$ cat config.mk
export PLATFORM = sky130hd
export DESIGN_NAME = battery_charge_mode_controller_unit_flat
export DESIGN_NICKNAME = d
export VERILOG_FILES = /design/src/rtl/bcmc_pkg.sv /design/src/rtl/bcmc_in_if.sv /design/src/rtl/bcmc_out_if.sv /design/src/rtl/bcmc_cfg_regs.sv /design/src/rtl/bcmc_core.sv /design/src/rtl/battery_charge_mode_controller_unit.sv /design/src/flat_wrapper.sv
export SDC_FILE = /design/constraint.sdc
export NUM_CORES = 1
export LEC_CHECK = 0
export BUFFER_PORTS_ARGS = -buffer_cell sky130_fd_sc_hd__buf_2
export CAP_MARGIN = 40
export CORE_MARGIN = 3
export CORE_UTILIZATION = 45
export DETAILED_ROUTE_END_ITERATION = 10
export GPL_TIMING_DRIVEN = 0
export HOLD_SLACK_MARGIN = 0.05
export SETUP_SLACK_MARGIN = 0.05
export SYNTH_ARGS = -nofsm -noshare
export SYNTH_HDL_FRONTEND = slang
export SYNTH_SLANG_ARGS = --single-unit
$ cat constraint.sdc
create_clock -name clk -period 4.1 [get_ports clk]
set_input_delay 0.205 -clock clk [delete_from_list [all_inputs] [get_ports clk]]
set_output_delay 0.205 -clock clk [all_outputs]
set_load 0.005 [all_outputs]
$ cat src/rtl/bcmc_pkg.sv
// ----------------------------------------------------------------------------
// bcmc_pkg: shared definitions of the battery charge mode controller
// Field widths, event and phase codes, register indexes and bundle types.
// ----------------------------------------------------------------------------
package bcmc_pkg;

  localparam int MODE_W    = 3;
  localparam int VOLT_W    = 14;
  localparam int MS_W      = 16;
  localparam int CURR_W    = 8;
  localparam int PHASE_W   = 3;
  localparam int CFG_IDX_W = 4;
  localparam int CFG_DATA_W = 21;
  localparam int DUR_W     = 21;

  localparam int TIMER_WIDTH_DEF = 22;

  // event kinds
  localparam logic [MODE_W-1:0] MODE_MEASURE = 3'd0;
  localparam logic [MODE_W-1:0] MODE_ON      = 3'd1;
  localparam logic [MODE_W-1:0] MODE_OFF     = 3'd2;
  localparam logic [MODE_W-1:0] MODE_FULL    = 3'd3;
  localparam logic [MODE_W-1:0] MODE_OVERV   = 3'd4;
  localparam logic [MODE_W-1:0] MODE_TICK    = 3'd5;

  // charge phases
  localparam logic [PHASE_W-1:0] PH_OFF    = 3'd0;
  localparam logic [PHASE_W-1:0] PH_READY  = 3'd1;
  localparam logic [PHASE_W-1:0] PH_PRE    = 3'd2;
  localparam logic [PHASE_W-1:0] PH_FAST   = 3'd3;
  localparam logic [PHASE_W-1:0] PH_NORMAL = 3'd4;
  localparam logic [PHASE_W-1:0] PH_CV     = 3'd5;
  localparam logic [PHASE_W-1:0] PH_BAL    = 3'd6;
  localparam logic [PHASE_W-1:0] PH_MAINT  = 3'd7;

  // configuration register indexes
  localparam logic [CFG_IDX_W-1:0] REG_PRE_CURR  = 4'd0;
  localparam logic [CFG_IDX_W-1:0] REG_NORM_CURR = 4'd1;
  localparam logic [CFG_IDX_W-1:0] REG_FAST_CURR = 4'd2;
  localparam logic [CFG_IDX_W-1:0] REG_BAL_CURR  = 4'd3;
  localparam logic [CFG_IDX_W-1:0] REG_PRE_LIM   = 4'd4;
  localparam logic [CFG_IDX_W-1:0] REG_FAST_LIM  = 4'd5;
  localparam logic [CFG_IDX_W-1:0] REG_VOLT_LIM  = 4'd6;
  localparam logic [CFG_IDX_W-1:0] REG_BAL_DUR   = 4'd7;

  typedef struct packed {
    logic [4:0]        precharge_current;
    logic [6:0]        normal_current;
    logic [7:0]        fast_current;
    logic [4:0]        balance_current;
    logic [VOLT_W-1:0] precharge_limit;
    logic [VOLT_W-1:0] fast_limit;
    logic [VOLT_W-1:0] voltage_limit;
    logic [DUR_W-1:0]  balance_duration;
  } cfg_t;

  typedef struct packed {
    logic [MODE_W-1:0] mode;
    logic [VOLT_W-1:0] voltage;
    logic [MS_W-1:0]   elapsed_ms;
  } item_t;

  typedef struct packed {
    logic [CURR_W-1:0]  drive_current;
    logic [PHASE_W-1:0] phase;
  } res_t;

endpackage

$ cat src/rtl/bcmc_in_if.sv
// ----------------------------------------------------------------------------
// bcmc_in_if: event channel of the charge mode controller
// Valid/ready channel carrying one event word.
// ----------------------------------------------------------------------------
interface bcmc_in_if;
  logic                        valid;
  logic                        ready;
  logic [bcmc_pkg::MODE_W-1:0] mode;
  logic [bcmc_pkg::VOLT_W-1:0] voltage;
  logic [bcmc_pkg::MS_W-1:0]   elapsed_ms;

  modport source (output valid, output mode, output voltage, output elapsed_ms,
                  input ready);
  modport sink   (input valid, input mode, input voltage, input elapsed_ms,
                  output ready);
endinterface

$ cat src/rtl/bcmc_out_if.sv
// ----------------------------------------------------------------------------
// bcmc_out_if: result channel of the charge mode controller
// Valid/ready channel carrying drive current and phase.
// ----------------------------------------------------------------------------
interface bcmc_out_if;
  logic                         valid;
  logic                         ready;
  logic [bcmc_pkg::CURR_W-1:0]  drive_current;
  logic [bcmc_pkg::PHASE_W-1:0] phase;

  modport source (output valid, output drive_current, output phase, input ready);
  modport sink   (input valid, input drive_current, input phase, output ready);
endinterface

$ cat src/rtl/bcmc_cfg_regs.sv
// ----------------------------------------------------------------------------
// bcmc_cfg_regs: configuration register file
// Eight write-only registers with their reset values; unknown indexes drop.
// ----------------------------------------------------------------------------
module bcmc_cfg_regs (
  input  logic                            clk,
  input  logic                            rst_n,
  input  logic                            cfg_we,
  input  logic [bcmc_pkg::CFG_IDX_W-1:0]  cfg_index,
  input  logic [bcmc_pkg::CFG_DATA_W-1:0] cfg_data,
  output bcmc_pkg::cfg_t                  cfg
);

  bcmc_pkg::cfg_t cfg_r, cfg_nxt;

  always_comb begin
    cfg_nxt = cfg_r;
    if (cfg_we) begin
      unique case (cfg_index)
        bcmc_pkg::REG_PRE_CURR:  cfg_nxt.precharge_current = cfg_data[4:0];
        bcmc_pkg::REG_NORM_CURR: cfg_nxt.normal_current    = cfg_data[6:0];
        bcmc_pkg::REG_FAST_CURR: cfg_nxt.fast_current      = cfg_data[7:0];
        bcmc_pkg::REG_BAL_CURR:  cfg_nxt.balance_current   = cfg_data[4:0];
        bcmc_pkg::REG_PRE_LIM:   cfg_nxt.precharge_limit   = cfg_data[13:0];
        bcmc_pkg::REG_FAST_LIM:  cfg_nxt.fast_limit        = cfg_data[13:0];
        bcmc_pkg::REG_VOLT_LIM:  cfg_nxt.voltage_limit     = cfg_data[13:0];
        bcmc_pkg::REG_BAL_DUR:   cfg_nxt.balance_duration  = cfg_data[20:0];
        default: ;
      endcase
    end
  end

  always_ff @(posedge clk) begin
    if (!rst_n) begin
      cfg_r.precharge_current <= 5'd7;
      cfg_r.normal_current    <= 7'd50;
      cfg_r.fast_current      <= 8'd100;
      cfg_r.balance_current   <= 5'd20;
      cfg_r.precharge_limit   <= 14'd3360;
      cfg_r.fast_limit        <= 14'd4100;
      cfg_r.voltage_limit     <= 14'd4350;
      cfg_r.balance_duration  <= 21'd1800000;
    end else begin
      cfg_r <= cfg_nxt;
    end
  end

  assign cfg = cfg_r;

endmodule

$ cat src/rtl/bcmc_core.sv
// ----------------------------------------------------------------------------
// bcmc_core: charge phase, drive current and balancing timer
// Applies one event word per advance and presents the post-event result.
// ----------------------------------------------------------------------------
module bcmc_core #(
  parameter int TIMER_WIDTH = bcmc_pkg::TIMER_WIDTH_DEF
) (
  input  logic           clk,
  input  logic           rst_n,
  input  logic           advance,
  input  bcmc_pkg::item_t item,
  input  bcmc_pkg::cfg_t  cfg,
  output bcmc_pkg::res_t  res
);

  localparam int TW = TIMER_WIDTH;
  localparam logic [32:0] TMAX_EXT = 33'((64'd1 << (TW - 1)) - 64'd1);
  localparam logic [TW-1:0] TMAX = {1'b0, {(TW - 1){1'b1}}};
  localparam logic [TW-1:0] TMIN = {1'b1, {(TW - 1){1'b0}}};
  localparam logic signed [TW+1:0] TMIN_EXT = {3'b111, {(TW - 1){1'b0}}};

  logic [bcmc_pkg::PHASE_W-1:0] phase_r, phase_nxt;
  logic [bcmc_pkg::CURR_W-1:0]  curr_r, curr_nxt;
  logic [TW-1:0]                timer_r, timer_nxt;

  logic [bcmc_pkg::CURR_W-1:0]  curr_dec;
  logic signed [TW+1:0]         diff;
  logic [TW-1:0]                timer_load;

  assign curr_dec = (curr_r != '0) ? curr_r - 8'd1 : curr_r;
  assign diff = $signed({{2{timer_r[TW-1]}}, timer_r}) -
                $signed((TW + 2)'(item.elapsed_ms));
  assign timer_load = (33'(cfg.balance_duration) > TMAX_EXT) ? TMAX :
                      TW'(cfg.balance_duration);

  always_comb begin
    phase_nxt = phase_r;
    curr_nxt  = curr_r;
    timer_nxt = timer_r;
    unique case (item.mode)
      bcmc_pkg::MODE_MEASURE: begin
        unique case (phase_r)
          bcmc_pkg::PH_READY: begin
            curr_nxt = '0;
            if (item.voltage < cfg.precharge_limit)     phase_nxt = bcmc_pkg::PH_PRE;
            else if (item.voltage < cfg.fast_limit)     phase_nxt = bcmc_pkg::PH_FAST;
            else if (item.voltage < cfg.voltage_limit)  phase_nxt = bcmc_pkg::PH_NORMAL;
            else                                        phase_nxt = bcmc_pkg::PH_CV;
          end
          bcmc_pkg::PH_PRE: begin
            curr_nxt = 8'(cfg.precharge_current);
            if (item.voltage > cfg.precharge_limit) phase_nxt = bcmc_pkg::PH_FAST;
          end
          bcmc_pkg::PH_FAST: begin
            curr_nxt = cfg.fast_current;
            if (item.voltage > cfg.fast_limit) phase_nxt = bcmc_pkg::PH_NORMAL;
          end
          bcmc_pkg::PH_NORMAL: begin
            curr_nxt = 8'(cfg.normal_current);
            if (item.voltage > cfg.voltage_limit) phase_nxt = bcmc_pkg::PH_CV;
          end
          bcmc_pkg::PH_CV: begin
            if (item.voltage > cfg.voltage_limit) curr_nxt = curr_dec;
          end
          bcmc_pkg::PH_BAL: begin
            curr_nxt = 8'(cfg.balance_current);
            if (timer_r[TW-1]) phase_nxt = bcmc_pkg::PH_MAINT;
          end
          default: curr_nxt = '0;
        endcase
      end
      bcmc_pkg::MODE_ON:  phase_nxt = bcmc_pkg::PH_READY;
      bcmc_pkg::MODE_OFF: phase_nxt = bcmc_pkg::PH_OFF;
      bcmc_pkg::MODE_FULL: begin
        phase_nxt = bcmc_pkg::PH_BAL;
        timer_nxt = timer_load;
      end
      bcmc_pkg::MODE_OVERV: begin
        if (curr_r != '0) begin
          curr_nxt  = curr_dec;
          phase_nxt = bcmc_pkg::PH_CV;
        end
      end
      bcmc_pkg::MODE_TICK: begin
        if (phase_r == bcmc_pkg::PH_BAL) begin
          // floor at the most negative count
          timer_nxt = (diff < TMIN_EXT) ? TMIN : diff[TW-1:0];
        end
      end
      default: ;
    endcase
  end

  always_ff @(posedge clk) begin
    if (!rst_n) begin
      phase_r <= bcmc_pkg::PH_OFF;
      curr_r  <= '0;
      timer_r <= '0;
    end else if (advance) begin
      phase_r <= phase_nxt;
      curr_r  <= curr_nxt;
      timer_r <= timer_nxt;
    end
  end

  assign res.drive_current = curr_nxt;
  assign res.phase         = phase_nxt;

endmodule

$ cat src/rtl/battery_charge_mode_controller_unit.sv
// ----------------------------------------------------------------------------
// battery_charge_mode_controller_unit: CC/CV battery charge mode controller
// Event register, single-pass phase/current/timer update, result register.
// ----------------------------------------------------------------------------
//
//   channel  | direction | handshake        | payload
//   ---------+-----------+------------------+-------------------------------
//   in_ch    | in        | valid / ready    | mode, voltage, elapsed_ms
//   out_ch   | out       | valid / ready    | drive_current, phase
//   cfg_*    | in        | cfg_we only      | cfg_index, cfg_data
//
// A word accepted into the event register is applied when the result
//   slot is free, loading its result; one word per cycle unless out_ch stalls.
// Reset (rst_n low, synchronous) empties both stages, clears phase, current
//   and timer, and loads the register defaults.
// A stalled result holds in the result register while one more word waits in
//   the event register; in_ch.ready drops only when both are full.
// ----------------------------------------------------------------------------
module battery_charge_mode_controller_unit #(
  parameter int TIMER_WIDTH = bcmc_pkg::TIMER_WIDTH_DEF
) (
  input  logic                            clk,
  input  logic                            rst_n,
  bcmc_in_if.sink                         in_ch,
  bcmc_out_if.source                      out_ch,
  input  logic                            cfg_we,
  input  logic [bcmc_pkg::CFG_IDX_W-1:0]  cfg_index,
  input  logic [bcmc_pkg::CFG_DATA_W-1:0] cfg_data
);

  bcmc_pkg::cfg_t  cfg;
  bcmc_pkg::item_t s1_item_r;
  bcmc_pkg::res_t  res, out_res_r;
  logic            s1_valid_r, s1_valid_nxt;
  logic            out_valid_r, out_valid_nxt;
  logic            out_free, advance, in_acc;

  // the result slot is free when empty or being taken this cycle
  assign out_free = !out_valid_r || out_ch.ready;
  assign advance  = s1_valid_r && out_free;
  assign in_ch.ready = !s1_valid_r || out_free;
  assign in_acc   = in_ch.valid && in_ch.ready;

  bcmc_cfg_regs u_cfg (
    .clk       (clk),
    .rst_n     (rst_n),
    .cfg_we    (cfg_we),
    .cfg_index (cfg_index),
    .cfg_data  (cfg_data),
    .cfg       (cfg)
  );

  bcmc_core #(.TIMER_WIDTH(TIMER_WIDTH)) u_core (
    .clk     (clk),
    .rst_n   (rst_n),
    .advance (advance),
    .item    (s1_item_r),
    .cfg     (cfg),
    .res     (res)
  );

  always_comb begin
    s1_valid_nxt = s1_valid_r;
    if (in_acc)       s1_valid_nxt = 1'b1;
    else if (advance) s1_valid_nxt = 1'b0;
    out_valid_nxt = out_valid_r;
    if (advance)           out_valid_nxt = 1'b1;
    else if (out_ch.ready) out_valid_nxt = 1'b0;
  end

  always_ff @(posedge clk) begin
    if (!rst_n) begin
      s1_valid_r  <= 1'b0;
      out_valid_r <= 1'b0;
    end else begin
      s1_valid_r  <= s1_valid_nxt;
      out_valid_r <= out_valid_nxt;
    end
  end

  // capture the event word on accept, the result on advance
  always_ff @(posedge clk) begin
    if (in_acc) begin
      s1_item_r.mode       <= in_ch.mode;
      s1_item_r.voltage    <= in_ch.voltage;
      s1_item_r.elapsed_ms <= in_ch.elapsed_ms;
    end
    if (advance) out_res_r <= res;
  end

  assign out_ch.valid         = out_valid_r;
  assign out_ch.drive_current = out_res_r.drive_current;
  assign out_ch.phase         = out_res_r.phase;

`ifndef SYNTH
  a_reset_empty: assert property (@(posedge clk)
    !rst_n |=> !s1_valid_r && !out_valid_r)
    else $error("pipeline not empty after reset");

  a_hold_event: assert property (@(posedge clk) disable iff (!rst_n)
    s1_valid_r && !out_free |=> s1_valid_r)
    else $error("event word dropped while result stalled");

  a_advance_fills: assert property (@(posedge clk) disable iff (!rst_n)
    advance |=> out_valid_r)
    else $error("advanced word produced no result");

  a_accept_room: assert property (@(posedge clk) disable iff (!rst_n)
    in_acc && s1_valid_r |-> advance)
    else $error("word accepted into a full event register");
`endif

endmodule
$ cat src/flat_wrapper.sv
// flat-port wrapper written by rule: the top's interface ports become plain ports
module battery_charge_mode_controller_unit_flat 
#(
  parameter int TIMER_WIDTH = bcmc_pkg::TIMER_WIDTH_DEF
)
  (clk, rst_n, cfg_we, cfg_index, cfg_data, in_ch_valid, in_ch_mode, in_ch_voltage, in_ch_elapsed_ms, in_ch_ready, out_ch_valid, out_ch_drive_current, out_ch_phase, out_ch_ready);
  bcmc_in_if in_ch_i ();
  bcmc_out_if out_ch_i ();
  input  logic clk;
  input  logic rst_n;
  input  logic cfg_we;
  input  logic [bcmc_pkg::CFG_IDX_W-1:0] cfg_index;
  input  logic [bcmc_pkg::CFG_DATA_W-1:0] cfg_data;
  input wire logic [$bits(in_ch_i.valid)-1:0] in_ch_valid;
  input wire logic [$bits(in_ch_i.mode)-1:0] in_ch_mode;
  input wire logic [$bits(in_ch_i.voltage)-1:0] in_ch_voltage;
  input wire logic [$bits(in_ch_i.elapsed_ms)-1:0] in_ch_elapsed_ms;
  output wire logic [$bits(in_ch_i.ready)-1:0] in_ch_ready;
  output wire logic [$bits(out_ch_i.valid)-1:0] out_ch_valid;
  output wire logic [$bits(out_ch_i.drive_current)-1:0] out_ch_drive_current;
  output wire logic [$bits(out_ch_i.phase)-1:0] out_ch_phase;
  input wire logic [$bits(out_ch_i.ready)-1:0] out_ch_ready;
  assign in_ch_i.valid = in_ch_valid;
  assign in_ch_i.mode = in_ch_mode;
  assign in_ch_i.voltage = in_ch_voltage;
  assign in_ch_i.elapsed_ms = in_ch_elapsed_ms;
  assign in_ch_ready = in_ch_i.ready;
  assign out_ch_valid = out_ch_i.valid;
  assign out_ch_drive_current = out_ch_i.drive_current;
  assign out_ch_phase = out_ch_i.phase;
  assign out_ch_i.ready = out_ch_ready;
  battery_charge_mode_controller_unit #(.TIMER_WIDTH(TIMER_WIDTH)) u_core (.clk(clk), .rst_n(rst_n), .in_ch(in_ch_i), .out_ch(out_ch_i), .cfg_we(cfg_we), .cfg_index(cfg_index), .cfg_data(cfg_data));
endmodule
After elaboration in Yosys (flattened, before gate mapping):

Index checks and enable logic that the tools add are counted.

* register bits after elaboration: 167
* input bits: 63
* output and inout port bits: 13
* logic and storage cells: 89

* $add $sub $neg: 2
* order comparisons: 7
* equal/unequal tests: 19
* multiplexer cells: 22
* reductions and logical operators: 21

Operator list (count)
* 2-to-1 mux 22 bit: 2
* case mux 22 bit (2 select lines): 1
* greater-than comparator 14 bit: 3
* < comparator 14 bit: 3
* case mux 8 bit (5 select lines): 1
* case mux 3 bit (5 select lines): 2
* 2-to-1 mux 8 bit: 3
* < comparator 23 x 22 -> 1 bit, second input constant: 1
* subtractor 22 x 17 -> 23 bit: 1
* 2-to-1 mux 3 bit: 7
* equality test 4 x 3 -> 1 bit, second input constant: 4
* case mux 8 bit (2 select lines): 1
* AND reduction 2 bit: 8
* equality test 3 bit, second input constant: 5
* equality test 3 x 2 -> 1 bit, second input constant: 4
* equality test 4 x 2 -> 1 bit, second input constant: 2
* nonzero test 8 bit: 1
* subtractor 8 x 1 -> 8 bit, second input constant: 1
* equality test 3 x 1 -> 1 bit, second input constant: 2
* nonzero test 2 bit: 3
* 2-to-1 mux 1 bit: 5
* equality test 4 x 1 -> 1 bit, second input constant: 1
* zero test 4 bit: 1
* zero test 3 bit: 1
* 5 further kinds: 8

Depth between registers and ports, before layout:

* word-level depth: 6
* mapped depth: 13
* gate-level depth less buffers: 12

Modules after synthesis:

From an unflattened synthesis, not the netlist that was laid out.

* cells, all modules: 993
* area, all modules: 9148.8 um2

By module, submodules not included
* bcmc_core: times used 1, cells each 588, area each 4242.8 um2, sequential area each 660.6 um2
* bcmc_cfg_regs: times used 1, cells each 352, area each 3480.8 um2, sequential area each 1761.7 um2
* battery_charge_mode_controller_unit: times used 1, cells each 53, area each 1425.1 um2, sequential area each 1361.3 um2

Least setup slack after synthesis:

OpenSTA, ideal clock, no wires.

* path kind: reg-to-reg
* start point: register u_core.u_core.timer_r[0]
* end point: register u_core.u_core.timer_r[10]
* setup time: 0.132 ns
* arrival: 2.437 ns
* data required time: 3.968 ns
* slack: 1.530 ns
* stages on the path, launching flop included: 14
* path buffers: 1
* period minus slack after synthesis: 2.570 ns
* path through: dfxtp_1 inv_1 ha_1 inv_1 fa_1 a21oi_1 o22ai_1 o31ai_4 o21a_1 nand2_1 a211o_1 buf_6 a32oi_1 a21oi_1

* cells in the longest elaborated chain, start to end: 5

RTL lines
* from (decl): line bcmc_core.sv:24 `logic [TW-1:0] timer_r, timer_nxt;`
* from (signal assigned): line bcmc_core.sv:102 `timer_r <= timer_nxt;`
* subtractor 22 x 17 -> 23 bit *: line bcmc_core.sv:31 `assign diff = $signed({{2{timer_r[TW-1]}}, timer_r}) -`
* < comparator 23 x 22 -> 1 bit: line bcmc_core.sv:87 `timer_nxt = (diff < TMIN_EXT) ? TMIN : diff[TW-1:0];`
* 2-to-1 mux 22 bit *: line bcmc_core.sv:87
* 2-to-1 mux 22 bit *: line bcmc_core.sv:85 `if (phase_r == bcmc_pkg::PH_BAL) begin`
* case mux 22 bit (2 select lines) *: line bcmc_core.sv:40 `unique case (item.mode)`

Mark *: on every way between the ends. The rest lies on a longest branch, timed or not. The select of a mux whose other input is x is not followed.
A chain may end at the register's enable or synchronous reset.

==> reports/qor.csv <==
stage;metric;value;unit
clocking;clk sinks;167;
power;worst vdd ir;311;uV
synth;Synth warnings;0;
final_layout;layout cells sized above 1;11.0;%
route;vias post-DR;7650;
sta;final setup fails;0;
setup_path;worst path required time;4.24;ns
final_layout;Area growth syn-to-layout;18.9;%
sta;clock skew;0.0136;ns
floorplanning;Rows;50;
synth;synthesized area;0.00883;sq mm
hold_path;Hold Startpoint;cfg_data[12];
floorplanning;full die area;0.0213;sq mm
global_routing;first-pass GRT wire length;38600;um
synth;synthesized area per cell;8.89;sq um
route;routed len/inst;17.3;um
global_routing;vias in the first global route;7161;
sta;Final Cycle Share;77.7;%
synth;top post-synthesis cells by area;dfxtp_1, edfxtp_1, ha_1;
synth;Cells after Synth;993;
floorplanning;Die Y;146;um
clocking;CTS buffer count;17;
route;# DRC;0;
floorplanning;Core ar.;0.0190;sq mm
setup_path;Crit Path Max Fanout;10;
route;top layer in use;met4;
sta;final worst slack;0.913;ns
final_layout;Nets;1249;
clocking;CTS hold repair buffers;42;
synth;post-synthesis sequential area ratio;42.8;%
sta;Pins Over Slew Limit;0;
setup_path;Register-to-Register Path Depth;9;
clocking;Worst-Skew Late Latency;0.44;ns
synth;most common cell in the netlist;nand2_1;
setup_path;Crit. End Element;flip-flop;
clocking;Clock Path Buffers;2;
place;GP Congestion;0.876;
floorplanning;num ports;76;
synth;share of the synthesized area in the top cell type;27.9;%
route;DR pass1 iterations;5;
floorplanning;Initial Util;46.4;%
sta;RSZ-0062 raised after global routing;false;
sta;Worst slew margin;47.3;%
clocking;clock-pin slew on the worst setup and hold paths;0.07;ns
route;met3 WL post-DR;1090;um
clocking;CTS tree;yes;
clocking;root buffer cell;clkbuf_16;
sta;FMAX;0.314;GHz
setup_path;Startpoint Class;flip-flop;
outcome;status;finished clean;
hold_path;worst hold endpoint;u_core.u_cfg.cfg[12];
route;Routed Antenna Nets;0;
hold_path;Hold Path Class;primary input to flip-flop;
synth;Seq cells post-synth;167;
sta;setup_tns;0;ns
setup_path;worst reg2reg path endpoint;u_core.out_ch.phase[0];
hold_path;hold depth;3;
place;HPWL after detailed placement;17400;um
global_routing;total grt overflow;0;
global_routing;largest net degree at the start of global routing;26;
setup_path;CP Class;flip-flop to flip-flop;
route;met2 wire length;11100;um
synth;syn_nets;1117;
sta;final hold violation count;0;
clocking;PostCTS Resize Cnt;0;
final_layout;antenna diode instance count;0;
route;DR iter-0 viols;534;
clocking;Post CTS Setup Buffer Count;0;
sta;worst-case hold slack;0.0619;ns
clocking;H-tree levels;4;
power;Leak;4.36;nW
setup_path;WP data arrival;3.33;ns
power;Power Total;3.78;mW
synth;Async SR Flop Fraction;0;%
floorplanning;Chip Width;146;um
route;final WL;24200;um
route;met1 WL;11800;um
power;total power divided by cell area;360;mW/mm^2
setup_path;R2R Setup Slk;0.91;ns
synth;ys flop type;dfxtp_1;
synth;top cells by instance count after synthesis;nand2_1, dfxtp_1, a21oi_1;
synth;area leader, netlist;dfxtp_1;
sta;Period minus WS final;3.19;ns
global_routing;GRT Total Usage;22.6;%
place;placed instance area;0.00954;sq mm
synth;Post-synth EDFFs;44;
global_routing;initial antenna violation count;0;
sta;Slew @ Worst Pin;0.783;ns
place;dpl ws;1.02;ns
route;Via density;5.47;
place;Port-buffer cells;68;
setup_path;worst r2r src;u_core.s1_item_r[17];
synth;Yosys cell types;72;
job;max-cap viol count;0;
final_layout;final instance area;0.0105;sq mm
-- through the flow --
step | utilization [%] | instances
5_1_grt | 55.2 | 1398
2_1_floorplan | - | 993
6_report | 55.2 | 1398
3_3_place_gp | 49.9 | 1321
4_1_cts | 55.2 | 1398
3_5_place_dp | 50.1 | 1324
-- metal layers --
metal  vias up  GRT usage [%]
li1       3819              -
met1      3630           32.1
met2       184           36.1
met3        17           3.85
met4         0           5.41
met5         -              0
-- critical path: stages, from the launching register on --
cell	delay (ns)
edfxtp_1	0.45
ha_1	0.33
nor2b_1	0.14
o21a_1	0.16
o21a_1	0.15
o21ai_0	0.61
a21boi_2	0.31
a311oi_1	0.40
and3_1	0.26
a31oi_1	0.08
-- layout make-up --
class | count | area (sq um)
buffer | 52 | 221
fill | 1834 | 8520
clock buffer | 18 | 429
tap | 260 | 325
sequential | 167 | 3780
inverter | 73 | 274
multi-input combinational | 701 | 4550
clock inverter | 14 | 115
timing repair buffer | 113 | 797
-- state kept, by name, summed over array words and instances, names as in the netlist --
signal and cells:
u_core.out_ch.phase 3, u_core.u_core.timer_r 22, u_core.u_core.phase_r 3, u_core.u_core.curr_r 8
u_core.u_cfg.cfg 88, u_core.s1_valid_r 1, u_core.s1_item_r 33, u_core.out_ch.drive_current 8
u_core.out_ch.valid 1
-- cells by family (layout without fill, tap and decap cells) --
family | count (synthesis) | count (layout) | synth area share (%)
simple gates | 314 | 314 | 16.3
xor+xnor | 15 | 15 | 1.49
mux | 49 | 49 | 5.57
compound gates | 262 | 262 | 19.5
flops | 167 | 167 | 42.8
fa+ha+maj | 61 | 61 | 8.73
buf+inv | 125 | 270 | 5.61
-- placed cells by master, fill, tap and decap left out, drive strengths merged, types with 7 or more instances in the layout --
cell	count
a21oi	82
o211ai	21
nor2b	11
nand3	30
a22oi	8
nor3	10
o22ai	10
mux2i	48
o21ai	53
edfxtp	44
inv	80
nor2	60
nor4	7
dfxtp	123
and2	10
a32oi	20
a31oi	14
o21a	8
nand2b	7
and3	8
xor2	9
buf	81
nand4	8
dlygate4sd3	42
ha	60
clkbuf	60
a21o	15
nand2	142
-- power by group --
group | leakage [nW] | total [mW] | internal [mW] | switching [mW]
registers | 1.42 | 1.78 | 1.75 | 0.0346
logic | 2.67 | 0.486 | 0.196 | 0.290
clock network | 0.266 | 1.51 | 0.792 | 0.719
-- how the worst max path moves through the flow --
stage,endpoint,start,depth (start not counted),slack (ns)
floorplan,u_core.u_core.timer_r[10],u_core.u_core.timer_r[0],13,1.53
CTS,u_core.u_core.timer_r[11],u_core.u_core.timer_r[0],13,1.01
global placement,u_core.u_core.timer_r[11],u_core.u_core.timer_r[0],13,1.02
finish,u_core.out_ch.phase[0],u_core.s1_item_r[17],9,0.91
global route,u_core.u_core.timer_r[12],u_core.u_core.timer_r[0],13,0.72
detailed placement,u_core.u_core.timer_r[11],u_core.u_core.timer_r[0],13,1.02
No activity file was read; power rests on OpenSTA's default activity.
